$ cat src/design/feq_pkg.sv
// Shared types, codes and match rules for the filtered event ring queue.
package feq_pkg;

	localparam int TYPE_W  = 8;
	localparam int PARAM_W = 32;
	localparam int OWNER_W = 16;

	typedef enum logic [2:0] {
		MODE_ADD     = 3'd0,
		MODE_FETCH   = 3'd1,
		MODE_FIND    = 3'd2,
		MODE_REMOVE  = 3'd3,
		MODE_SCAN    = 3'd4,
		MODE_REWRITE = 3'd5
	} mode_t;

	typedef enum logic [2:0] {
		ST_CLEAR,
		ST_IDLE,
		ST_WALK,
		ST_FETCH,
		ST_DONE
	} state_t;

	localparam logic CFG_FREE_TYPE  = 1'b0;
	localparam logic CFG_TIMER_TYPE = 1'b1;

	localparam logic [PARAM_W-1:0] WILD_PARAM = '1;
	localparam logic [OWNER_W-1:0] WILD_OWNER = '1;
	localparam logic [TYPE_W:0]    WILD_TYPE  = '1;

	typedef struct packed {
		logic clear_step;
		logic accept;
		logic fetch_capture;
		logic walk_step;
		logic load_out;
	} ctl_cmd_t;

	typedef struct packed {
		logic clear_last;
		logic empty;
		logic walk_fin;
	} ctl_stat_t;

	// Free slots never match; an all-ones test matches anything; the timer type
	// matches by signed greater-or-equal, every other type by equality.
	function automatic logic param_ok(
		input logic [TYPE_W-1:0]  ty,
		input logic [PARAM_W-1:0] stored,
		input logic [PARAM_W-1:0] test,
		input logic [TYPE_W-1:0]  free_code,
		input logic [TYPE_W-1:0]  timer_code
	);
		logic ok;
		if (ty == free_code) begin
			ok = 1'b0;
		end else if (test == WILD_PARAM) begin
			ok = 1'b1;
		end else if (ty == timer_code) begin
			ok = $signed(stored) >= $signed(test);
		end else begin
			ok = (stored == test);
		end
		return ok;
	endfunction

endpackage

$ cat src/design/feq_ram.sv
// Generic single-write, single-read RAM with registered read data.
module feq_ram #(
	parameter int WIDTH = 8,
	parameter int DEPTH = 64
) (
	input  logic                     clk,
	input  logic                     we,
	input  logic [$clog2(DEPTH)-1:0] waddr,
	input  logic [WIDTH-1:0]         wdata,
	input  logic [$clog2(DEPTH)-1:0] raddr,
	output logic [WIDTH-1:0]         rdata
);

	logic [WIDTH-1:0] mem_q [DEPTH];

	always_ff @(posedge clk) begin
		if (we) begin
			mem_q[waddr] <= wdata;
		end
		rdata <= mem_q[raddr];
	end

endmodule

$ cat src/design/feq_ctrl.sv
// Controller state machine: sequences clear, accept, walk, fetch and result hand-off.
module feq_ctrl import feq_pkg::*; (
	input  logic      clk,
	input  logic      arst_n,
	input  logic      in_valid,
	input  logic [2:0] mode,
	output logic      in_stall,
	output logic      out_valid,
	input  logic      out_stall,
	input  ctl_stat_t stat,
	output ctl_cmd_t  cmd
);

	state_t state_q;
	state_t state_d;
	logic   out_valid_q;
	logic   out_free;

	assign out_free  = !out_valid_q || !out_stall;
	assign out_valid = out_valid_q;

	always_ff @(posedge clk or negedge arst_n) begin
		if (!arst_n) begin
			state_q     <= ST_CLEAR;
			out_valid_q <= 1'b0;
		end else begin
			state_q <= state_d;
			if (cmd.load_out) begin
				out_valid_q <= 1'b1;
			end else if (!out_stall) begin
				out_valid_q <= 1'b0;
			end
		end
	end

	always_comb begin
		state_d  = state_q;
		cmd      = '0;
		in_stall = 1'b1;
		unique case (state_q)
			ST_CLEAR: begin
				cmd.clear_step = 1'b1;
				if (stat.clear_last) begin
					state_d = ST_IDLE;
				end
			end
			ST_IDLE: begin
				in_stall = 1'b0;
				if (in_valid) begin
					cmd.accept = 1'b1;
					unique case (mode)
						MODE_FETCH:  state_d = stat.empty ? ST_DONE : ST_FETCH;
						MODE_FIND,
						MODE_REMOVE,
						MODE_SCAN:   state_d = ST_WALK;
						default:     state_d = ST_DONE;
					endcase
				end
			end
			ST_WALK: begin
				cmd.walk_step = 1'b1;
				if (stat.walk_fin) begin
					state_d = ST_DONE;
				end
			end
			ST_FETCH: begin
				cmd.fetch_capture = 1'b1;
				state_d           = ST_DONE;
			end
			ST_DONE: begin
				if (out_free) begin
					cmd.load_out = 1'b1;
					state_d      = ST_IDLE;
				end
			end
			default: begin
				state_d = ST_IDLE;
			end
		endcase
	end

endmodule

$ cat src/design/feq_dpath.sv
// Datapath: slot memories, ring pointers, walk cursor, match logic and result registers.
module feq_dpath import feq_pkg::*; #(
	parameter int QUEUE_DEPTH = 64
) (
	input  logic                      clk,
	input  logic                      arst_n,
	input  logic                      cfg_we,
	input  logic                      cfg_index,
	input  logic [TYPE_W-1:0]         cfg_data,
	input  logic [2:0]                mode,
	input  logic signed [TYPE_W:0]    ev_type,
	input  logic [TYPE_W-1:0]         type_high,
	input  logic signed [PARAM_W-1:0] ev_param,
	input  logic signed [OWNER_W-1:0] ev_owner,
	input  logic [5:0]                slot_sel,
	input  ctl_cmd_t                  cmd,
	output ctl_stat_t                 stat,
	output logic                      hit,
	output logic [5:0]                hit_slot,
	output logic [TYPE_W-1:0]         hit_type,
	output logic signed [PARAM_W-1:0] hit_param,
	output logic signed [OWNER_W-1:0] hit_owner,
	output logic                      is_empty
);

	localparam int AW = $clog2(QUEUE_DEPTH);
	localparam int SW = (AW > 6) ? AW : 6;
	localparam logic [AW-1:0] LAST = AW'(QUEUE_DEPTH - 1);

	function automatic logic [AW-1:0] adv(input logic [AW-1:0] p);
		return (p == LAST) ? '0 : p + AW'(1);
	endfunction

	// configuration
	logic [TYPE_W-1:0] free_q;
	logic [TYPE_W-1:0] timer_q;

	always_ff @(posedge clk or negedge arst_n) begin
		if (!arst_n) begin
			free_q  <= TYPE_W'(0);
			timer_q <= TYPE_W'(1);
		end else if (cfg_we) begin
			unique case (cfg_index)
				CFG_FREE_TYPE:  free_q  <= cfg_data;
				CFG_TIMER_TYPE: timer_q <= cfg_data;
				default:        free_q  <= free_q;
			endcase
		end
	end

	// pointers, clear counter, walk control
	logic [AW-1:0] head_q, tail_q, clr_q;
	logic [AW-1:0] cur_q, prev_q;
	logic          pend_q, issue_done_q;

	// latched item
	logic [2:0]         op_mode_q;
	logic [TYPE_W:0]    op_type_q;
	logic [TYPE_W-1:0]  op_high_q;
	logic [PARAM_W-1:0] op_param_q;
	logic [OWNER_W-1:0] op_owner_q;

	// memory ports
	logic               type_we, param_we, owner_we;
	logic [AW-1:0]      type_wa, param_wa, owner_wa, raddr;
	logic [TYPE_W-1:0]  type_wd, rd_type;
	logic [PARAM_W-1:0] param_wd, rd_param;
	logic [OWNER_W-1:0] owner_wd, rd_owner;

	logic [SW:0]   sel_ext;
	logic          sel_ok;
	logic [AW-1:0] sel_addr;
	logic          is_add, is_rewrite, is_fetch, op_remove, in_remove;
	logic          type_eq, pok, find_m, rem_m, scan_m, match, stop, fin, issue;
	logic          empty;

	assign empty    = (head_q == tail_q);
	assign sel_ext  = (SW+1)'(slot_sel);
	assign sel_ok   = sel_ext < (SW+1)'(QUEUE_DEPTH);
	assign sel_addr = sel_ext[AW-1:0];

	assign is_add     = cmd.accept && (mode == MODE_ADD);
	assign is_rewrite = cmd.accept && (mode == MODE_REWRITE) && sel_ok;
	assign is_fetch   = cmd.accept && (mode == MODE_FETCH) && !empty;
	assign in_remove  = (mode == MODE_REMOVE);
	assign op_remove  = (op_mode_q == MODE_REMOVE);

	// slot tests on the word read last cycle
	assign type_eq = !op_type_q[TYPE_W] && (rd_type == op_type_q[TYPE_W-1:0]);
	assign pok     = param_ok(rd_type, rd_param, op_param_q, free_q, timer_q);
	assign find_m  = type_eq && pok;
	assign rem_m   = ((op_owner_q == WILD_OWNER) || (rd_owner == op_owner_q))
		&& ((op_type_q == WILD_TYPE) || type_eq) && pok;
	assign scan_m  = (op_type_q[TYPE_W] || (rd_type >= op_type_q[TYPE_W-1:0]))
		&& (rd_type <= op_high_q);

	always_comb begin
		unique case (op_mode_q)
			MODE_FIND:   match = pend_q && find_m;
			MODE_REMOVE: match = pend_q && rem_m;
			MODE_SCAN:   match = pend_q && scan_m;
			default:     match = 1'b0;
		endcase
	end

	assign stop  = match && !op_remove;
	assign fin   = cmd.walk_step && (stop || issue_done_q);
	assign issue = cmd.walk_step && !stop && !issue_done_q;

	assign stat.clear_last = (clr_q == LAST);
	assign stat.empty      = empty;
	assign stat.walk_fin   = fin;

	// memory write and read selection
	always_comb begin
		type_we  = cmd.clear_step || is_add || (cmd.walk_step && op_remove && match);
		type_wa  = cmd.clear_step ? clr_q : (cmd.accept ? head_q : prev_q);
		type_wd  = cmd.clear_step ? '0 : (cmd.accept ? ev_type[TYPE_W-1:0] : free_q);
		param_we = cmd.clear_step || is_add || is_rewrite;
		param_wa = cmd.clear_step ? clr_q : (is_add ? head_q : sel_addr);
		param_wd = cmd.clear_step ? '0 : ev_param;
		owner_we = cmd.clear_step || is_add;
		owner_wa = cmd.clear_step ? clr_q : head_q;
		owner_wd = cmd.clear_step ? '0 : ev_owner;
		raddr    = cmd.accept ? tail_q : cur_q;
	end

	feq_ram #(.WIDTH(TYPE_W), .DEPTH(QUEUE_DEPTH)) u_type_ram (
		.clk(clk), .we(type_we), .waddr(type_wa), .wdata(type_wd),
		.raddr(raddr), .rdata(rd_type)
	);

	feq_ram #(.WIDTH(PARAM_W), .DEPTH(QUEUE_DEPTH)) u_param_ram (
		.clk(clk), .we(param_we), .waddr(param_wa), .wdata(param_wd),
		.raddr(raddr), .rdata(rd_param)
	);

	feq_ram #(.WIDTH(OWNER_W), .DEPTH(QUEUE_DEPTH)) u_owner_ram (
		.clk(clk), .we(owner_we), .waddr(owner_wa), .wdata(owner_wd),
		.raddr(raddr), .rdata(rd_owner)
	);

	// control registers
	always_ff @(posedge clk or negedge arst_n) begin
		if (!arst_n) begin
			head_q       <= '0;
			tail_q       <= '0;
			clr_q        <= '0;
			pend_q       <= 1'b0;
			issue_done_q <= 1'b0;
		end else begin
			if (cmd.clear_step) begin
				clr_q <= adv(clr_q);
			end
			if (is_add) begin
				head_q <= adv(head_q);
				if (adv(head_q) == tail_q) begin
					tail_q <= adv(tail_q);
				end
			end
			if (is_fetch) begin
				tail_q <= adv(tail_q);
			end
			if (cmd.accept) begin
				pend_q       <= 1'b0;
				issue_done_q <= in_remove ? 1'b0 : empty;
			end else if (issue) begin
				pend_q       <= 1'b1;
				issue_done_q <= op_remove ? (cur_q == LAST) : (adv(cur_q) == head_q);
			end else if (cmd.walk_step) begin
				pend_q <= 1'b0;
			end
		end
	end

	// item, cursor and result registers
	logic               res_hit_q;
	logic [AW-1:0]      res_slot_q;
	logic [TYPE_W-1:0]  res_type_q;
	logic [PARAM_W-1:0] res_param_q;
	logic [OWNER_W-1:0] res_owner_q;
	logic [SW-1:0]      slot_ext;

	always_ff @(posedge clk) begin
		if (cmd.accept) begin
			op_mode_q   <= mode;
			op_type_q   <= ev_type;
			op_high_q   <= type_high;
			op_param_q  <= ev_param;
			op_owner_q  <= ev_owner;
			cur_q       <= in_remove ? '0 : tail_q;
			res_hit_q   <= 1'b0;
			res_slot_q  <= is_fetch ? tail_q : '0;
			res_type_q  <= '0;
			res_param_q <= '0;
			res_owner_q <= '0;
		end else begin
			if (issue) begin
				cur_q  <= adv(cur_q);
				prev_q <= cur_q;
			end
			if (cmd.fetch_capture || (cmd.walk_step && stop)) begin
				res_hit_q   <= 1'b1;
				res_type_q  <= rd_type;
				res_param_q <= rd_param;
				res_owner_q <= rd_owner;
			end
			if (cmd.walk_step && stop) begin
				res_slot_q <= prev_q;
			end
		end
	end

	assign slot_ext = SW'(res_slot_q);

	always_ff @(posedge clk) begin
		if (cmd.load_out) begin
			hit       <= res_hit_q;
			hit_slot  <= slot_ext[5:0];
			hit_type  <= res_type_q;
			hit_param <= res_param_q;
			hit_owner <= res_owner_q;
			is_empty  <= empty;
		end
	end

endmodule

$ cat src/design/filtered_event_ring_queue_top.sv
// Top level of the filtered event ring queue: controller, datapath and ports.
//
// A ring of QUEUE_DEPTH event slots (type, parameter, owner) driven by one
// operation per input transfer: add at the head (dropping the oldest event when
// the ring wraps onto the tail), fetch from the tail, find the first live
// match, remove every slot that passes a wildcard filter, scan for the first
// type in a range, or rewrite the parameter of one slot. Each input transfer
// produces exactly one output transfer. Slots live in three single-port-read
// memories that one cursor walks one slot per cycle: add, rewrite and unused
// modes go from accept straight to the result register, fetch passes through a
// capture state unless the ring is empty, find and scan walk from the tail up
// to the first hit (at most the live count), and remove walks every slot of
// the ring. After reset the block holds in_stall high while it sweeps zeros
// through the slot memories; configuration writes are taken at any time, also
// during that sweep. A new input transfer is taken while the previous result
// still waits on out_stall.
module filtered_event_ring_queue_top import feq_pkg::*; #(
	parameter int QUEUE_DEPTH = 64
) (
	input  logic                      clk,
	input  logic                      arst_n,
	// configuration
	input  logic                      cfg_we,
	input  logic                      cfg_index,
	input  logic [TYPE_W-1:0]         cfg_data,
	// input channel
	input  logic                      in_valid,
	output logic                      in_stall,
	input  logic [2:0]                mode,
	input  logic signed [TYPE_W:0]    ev_type,
	input  logic [TYPE_W-1:0]         type_high,
	input  logic signed [PARAM_W-1:0] ev_param,
	input  logic signed [OWNER_W-1:0] ev_owner,
	input  logic [5:0]                slot_sel,
	// output channel
	output logic                      out_valid,
	input  logic                      out_stall,
	output logic                      hit,
	output logic [5:0]                hit_slot,
	output logic [TYPE_W-1:0]         hit_type,
	output logic signed [PARAM_W-1:0] hit_param,
	output logic signed [OWNER_W-1:0] hit_owner,
	output logic                      is_empty
);

	ctl_cmd_t  cmd;
	ctl_stat_t stat;

	// Sequence each operation and hold the finished result until transfer.
	feq_ctrl u_ctrl (
		.clk       (clk),
		.arst_n    (arst_n),
		.in_valid  (in_valid),
		.mode      (mode),
		.in_stall  (in_stall),
		.out_valid (out_valid),
		.out_stall (out_stall),
		.stat      (stat),
		.cmd       (cmd)
	);

	// Hold slots, pointers and match logic; drive the result fields.
	feq_dpath #(.QUEUE_DEPTH(QUEUE_DEPTH)) u_dpath (
		.clk       (clk),
		.arst_n    (arst_n),
		.cfg_we    (cfg_we),
		.cfg_index (cfg_index),
		.cfg_data  (cfg_data),
		.mode      (mode),
		.ev_type   (ev_type),
		.type_high (type_high),
		.ev_param  (ev_param),
		.ev_owner  (ev_owner),
		.slot_sel  (slot_sel),
		.cmd       (cmd),
		.stat      (stat),
		.hit       (hit),
		.hit_slot  (hit_slot),
		.hit_type  (hit_type),
		.hit_param (hit_param),
		.hit_owner (hit_owner),
		.is_empty  (is_empty)
	);

endmodule

$ cat config.mk
export PLATFORM = sky130hd
export DESIGN_NAME = filtered_event_ring_queue_top
export DESIGN_NICKNAME = d
export VERILOG_FILES = /design/src/design/feq_pkg.sv /design/src/design/feq_ram.sv /design/src/design/feq_ctrl.sv /design/src/design/feq_dpath.sv /design/src/design/filtered_event_ring_queue_top.sv
export SDC_FILE = /design/constraint.sdc
export NUM_CORES = 2
export LEC_CHECK = 0
export ABC_AREA = 1
export BUFFER_PORTS_ARGS = -buffer_cell sky130_fd_sc_hd__buf_2
export CORE_UTILIZATION = 35
export CTS_CLUSTER_SIZE = 24
export DETAILED_ROUTE_END_ITERATION = 8
export PLACE_DENSITY = 0.61
export SKIP_CTS_REPAIR_TIMING = 1
export SLEW_MARGIN = 20
export SYNTH_ARGS = -nofsm -noshare
export SYNTH_HDL_FRONTEND = slang
export SYNTH_HIERARCHICAL = 1
export SYNTH_SLANG_ARGS = --single-unit
$ cat constraint.sdc
create_clock -name clk -period 21.9 [get_ports clk]
set_clock_uncertainty 0.2 [all_clocks]
set_input_delay 1.095 -clock clk [delete_from_list [all_inputs] [get_ports clk]]
set_output_delay 1.095 -clock clk [all_outputs]
set_load 0.03 [all_outputs]
==> reports/metrics.cfg <==
[clock_tree]
clk_path_buf_depth = 4
clk_transition_reported_paths_ns = 0.07
clock_sinks = 3887
htreeDepth = 5
clock_latency_ns = 0.92
root_buffer = clkbuf_16
cts_tree = done
cts_buffers = 383

[die]
die_h_um = 674
start_util = 0.352
coreArea_um2 = 450000
ios = 154
dieArea_um2 = 455000
rows = 246
die_w_um = 674

[finish]
drive_gt1_frac = 0.0845
syn2layout_area_growth_pct = 12.3
num-fill-cells = 41862
nets = 13571

[critical_path]
critPathMaxFanout = 144
worstSetupPathType = flip-flop to flip-flop
rr_worst_depth = 21
cp.arrival_ns = 8.13
timing.rr.start = u_ctrl/state_q[2]
startpoint = u_ctrl/state_q[2]
r2r_slack_ns = 14.42
cp-endpoint = u_dpath/u_param_ram/rdata[15]
worstPathRequired_ns = 22.55
timing.rr.end = u_dpath/u_param_ram/rdata[15]
critPathLaunchType = flip-flop
cp-end-kind = flip-flop

[yosys]
synthesis.area_um2 = 158000
synth_top_cell_area_share = 0.708
syn_area_per_cell_um2 = 11.8
syn_inst = 13450
ys_seq_area_frac = 0.729
synth_edf_count = 3734
ys.flop_type = edfxtp_1
synth_area_leader_cell = edfxtp_1
synthArstFlopShare = 0.0103
synth_area_leaders = edfxtp_1 (71%), nand2_1 (10%), nand3_1 (10%)
synth_cell_types = 49
ys_top_cells_by_count = nand2_1 (4416), edfxtp_1 (3734), nand3_1 (3297)
syn-num-nets = 13590
yosysWarningCount = 6
ys_ff_latch = 3887
yosysMostFrequentCell = nand2_1

[power_and_ir_drop]
vdd_ir_drop_max_v = 0.000153
powerDensity_nw_per_um2 = 159
total_leakage_power_nw = 63.9
fin_total_pwr_mw = 28.3

[sta]
fmax_mhz = 134
period_share = 0.342
tns_ns = 0
report.final.slew_viol_count = 0
hold_viol_final = 0
maxSlewHeadroom = 0.226
rsz0062_at_grt = false
worstMarginPinSlew_ns = 1.16
setup_viol = 0
fin_crit_ns = 7.48

[global_routing]
gr-total-overflow = 0
grt_max_degree = 210
grt_pass1_vias = 96555
grt_antenna_before_repair = 17
grt_pass1_wl_um = 657000
grt_usage = 0.192

[placed_design]
gp_congestion = 0.829
port_buffers = 153
dp_hpwl_um = 236000

[detailed_routing]
firstDrtPassIters = 6
drt_iter0_markers = 12662
vias = 104012
vias_per_cell = 5.28
routed_wirelength_um = 452000
antenna_left = 0
drc = 0
post_drt_wl_per_cell_um = 22.9

[worst_hold_path]
hp-class = input pin to async pin

[outcome]
status = finished clean

[run]
cap_violations = 0

state kept, by name, indices dropped and copies added, names as in the netlist, 9 cells and up:
register / cells
u_dpath/u_param_ram/mem_q: 2048
u_dpath/res_param_q: 32
u_dpath/u_type_ram/mem_q: 512
u_dpath/hit_owner: 16
u_dpath/hit_param: 32
u_dpath/u_owner_ram/rdata: 16
u_dpath/u_owner_ram/mem_q: 1024
u_dpath/op_param_q: 32
u_dpath/op_owner_q: 16
u_dpath/u_param_ram/rdata: 32
u_dpath/op_type_q: 9
u_dpath/res_owner_q: 16
worst max-delay path, cell delays in order, from the launching register on:
cell and delay, ns:
dfrtp_1 0.44, inv_2 0.09, nand2_2 0.06, nor2_2 0.17, inv_2 0.07, nor2_4 0.11, buf_4 0.46, nand2_1 0.24
nand2_4 0.60, buf_12 0.61, buf_4 0.88, buf_4 0.77, buf_4 0.79, buf_4 0.70, nand2_1 0.14, nand3_1 0.13
nand3_1 0.09, nand3_1 0.13, nand3_1 0.22, nand2_1 0.14, nand2_1 0.05, nand2_1 0.09
area by class of cell:
| class | instances | area [µm²] | area share |
|---|---|---|---|
| sequential | 3887 | 115000 | 0.649 |
| multi-input combinational | 8445 | 38200 | 0.215 |
| clock buffer | 485 | 10200 | 0.0574 |
| tap | 5952 | 7450 | 0.0419 |
| timing repair buffer | 434 | 3020 | 0.0170 |
| clock inverter | 214 | 2380 | 0.0134 |
| inverter | 280 | 1130 | 0.00634 |
| antenna | 8 | 20.0 | 0.000113 |
report_power, final:
part,internal (mW),switching [mW]
combinational,2.61,8.77
sequential,9.87,0.380
clock,3.87,2.81
total,16.3,12.0
cell families after synthesis:
group | after synthesis | share of synthesized area
buf+inv | 1118 | 0.0367
flops | 3887 | 0.729
compound gates | 178 | 0.00615
simple gates | 8179 | 0.222
xor+xnor | 36 | 0.00199
fa+ha+maj | 52 | 0.00411
stage by stage:
stage	utilization	hold WS (ns)	cell area, µm²	worst slack [ns]	cells
floorplan	-	0.199	158000	14.44	13450
global placement	0.367	0.211	165000	13.78	18998
detailed placement	0.367	0.218	165000	13.72	18998
CTS	0.395	0.117	178000	14.45	19697
global route	0.395	0.0270	178000	13.92	19699
finish	0.395	0.0104	178000	14.42	19705
metal layers:
layer	global-route usage	vias up	part of all wire
li1	-	47305	-
met1	0.271	51425	0.42
met2	0.303	4555	0.46
met3	0.0282	725	0.085
met4	0.0667	2	0.035
met5	0	-	0.000018
how the worst min path moves through the flow:
stage	start	to	slack, ns	cells past startpoint
after floorplan	u_dpath/res_hit_q	u_dpath/hit	0.20	0
after global placement	u_dpath/res_param_q[25]	u_dpath/hit_param[25]	0.21	0
after detailed placement	u_dpath/res_type_q[1]	u_dpath/hit_type[1]	0.22	0
after CTS	ev_owner[0]	u_dpath/op_owner_q[0]	0.12	1
after global routing	arst_n	u_dpath/free_q[6]	0.03	1
final	arst_n	u_dpath/free_q[6]	0.01	1
cell usage in the layout, fill, tap and decap left out, types with 13 or more instances in the layout:
cell and n:
clkinv_2 68, clkbuf_16 390, nand2_1 4412, clkbuf_1 87, nor3_1 13, nor2_4 112, bufinv_16 48, xor2_1 16
clkinv_1 67, xnor2_1 20, nor2_1 235, inv_1 260, o21ai_0 56, dfrtp_1 39, nand4_1 50, nand3_1 3297
a21oi_1 82, ha_1 52, buf_2 152, dfxtp_1 113, nor4_1 13, clkinvlp_4 14, buf_4 271, nor4_2 18
edfxtp_1 3734
Power figures use the tool's default switching activity.
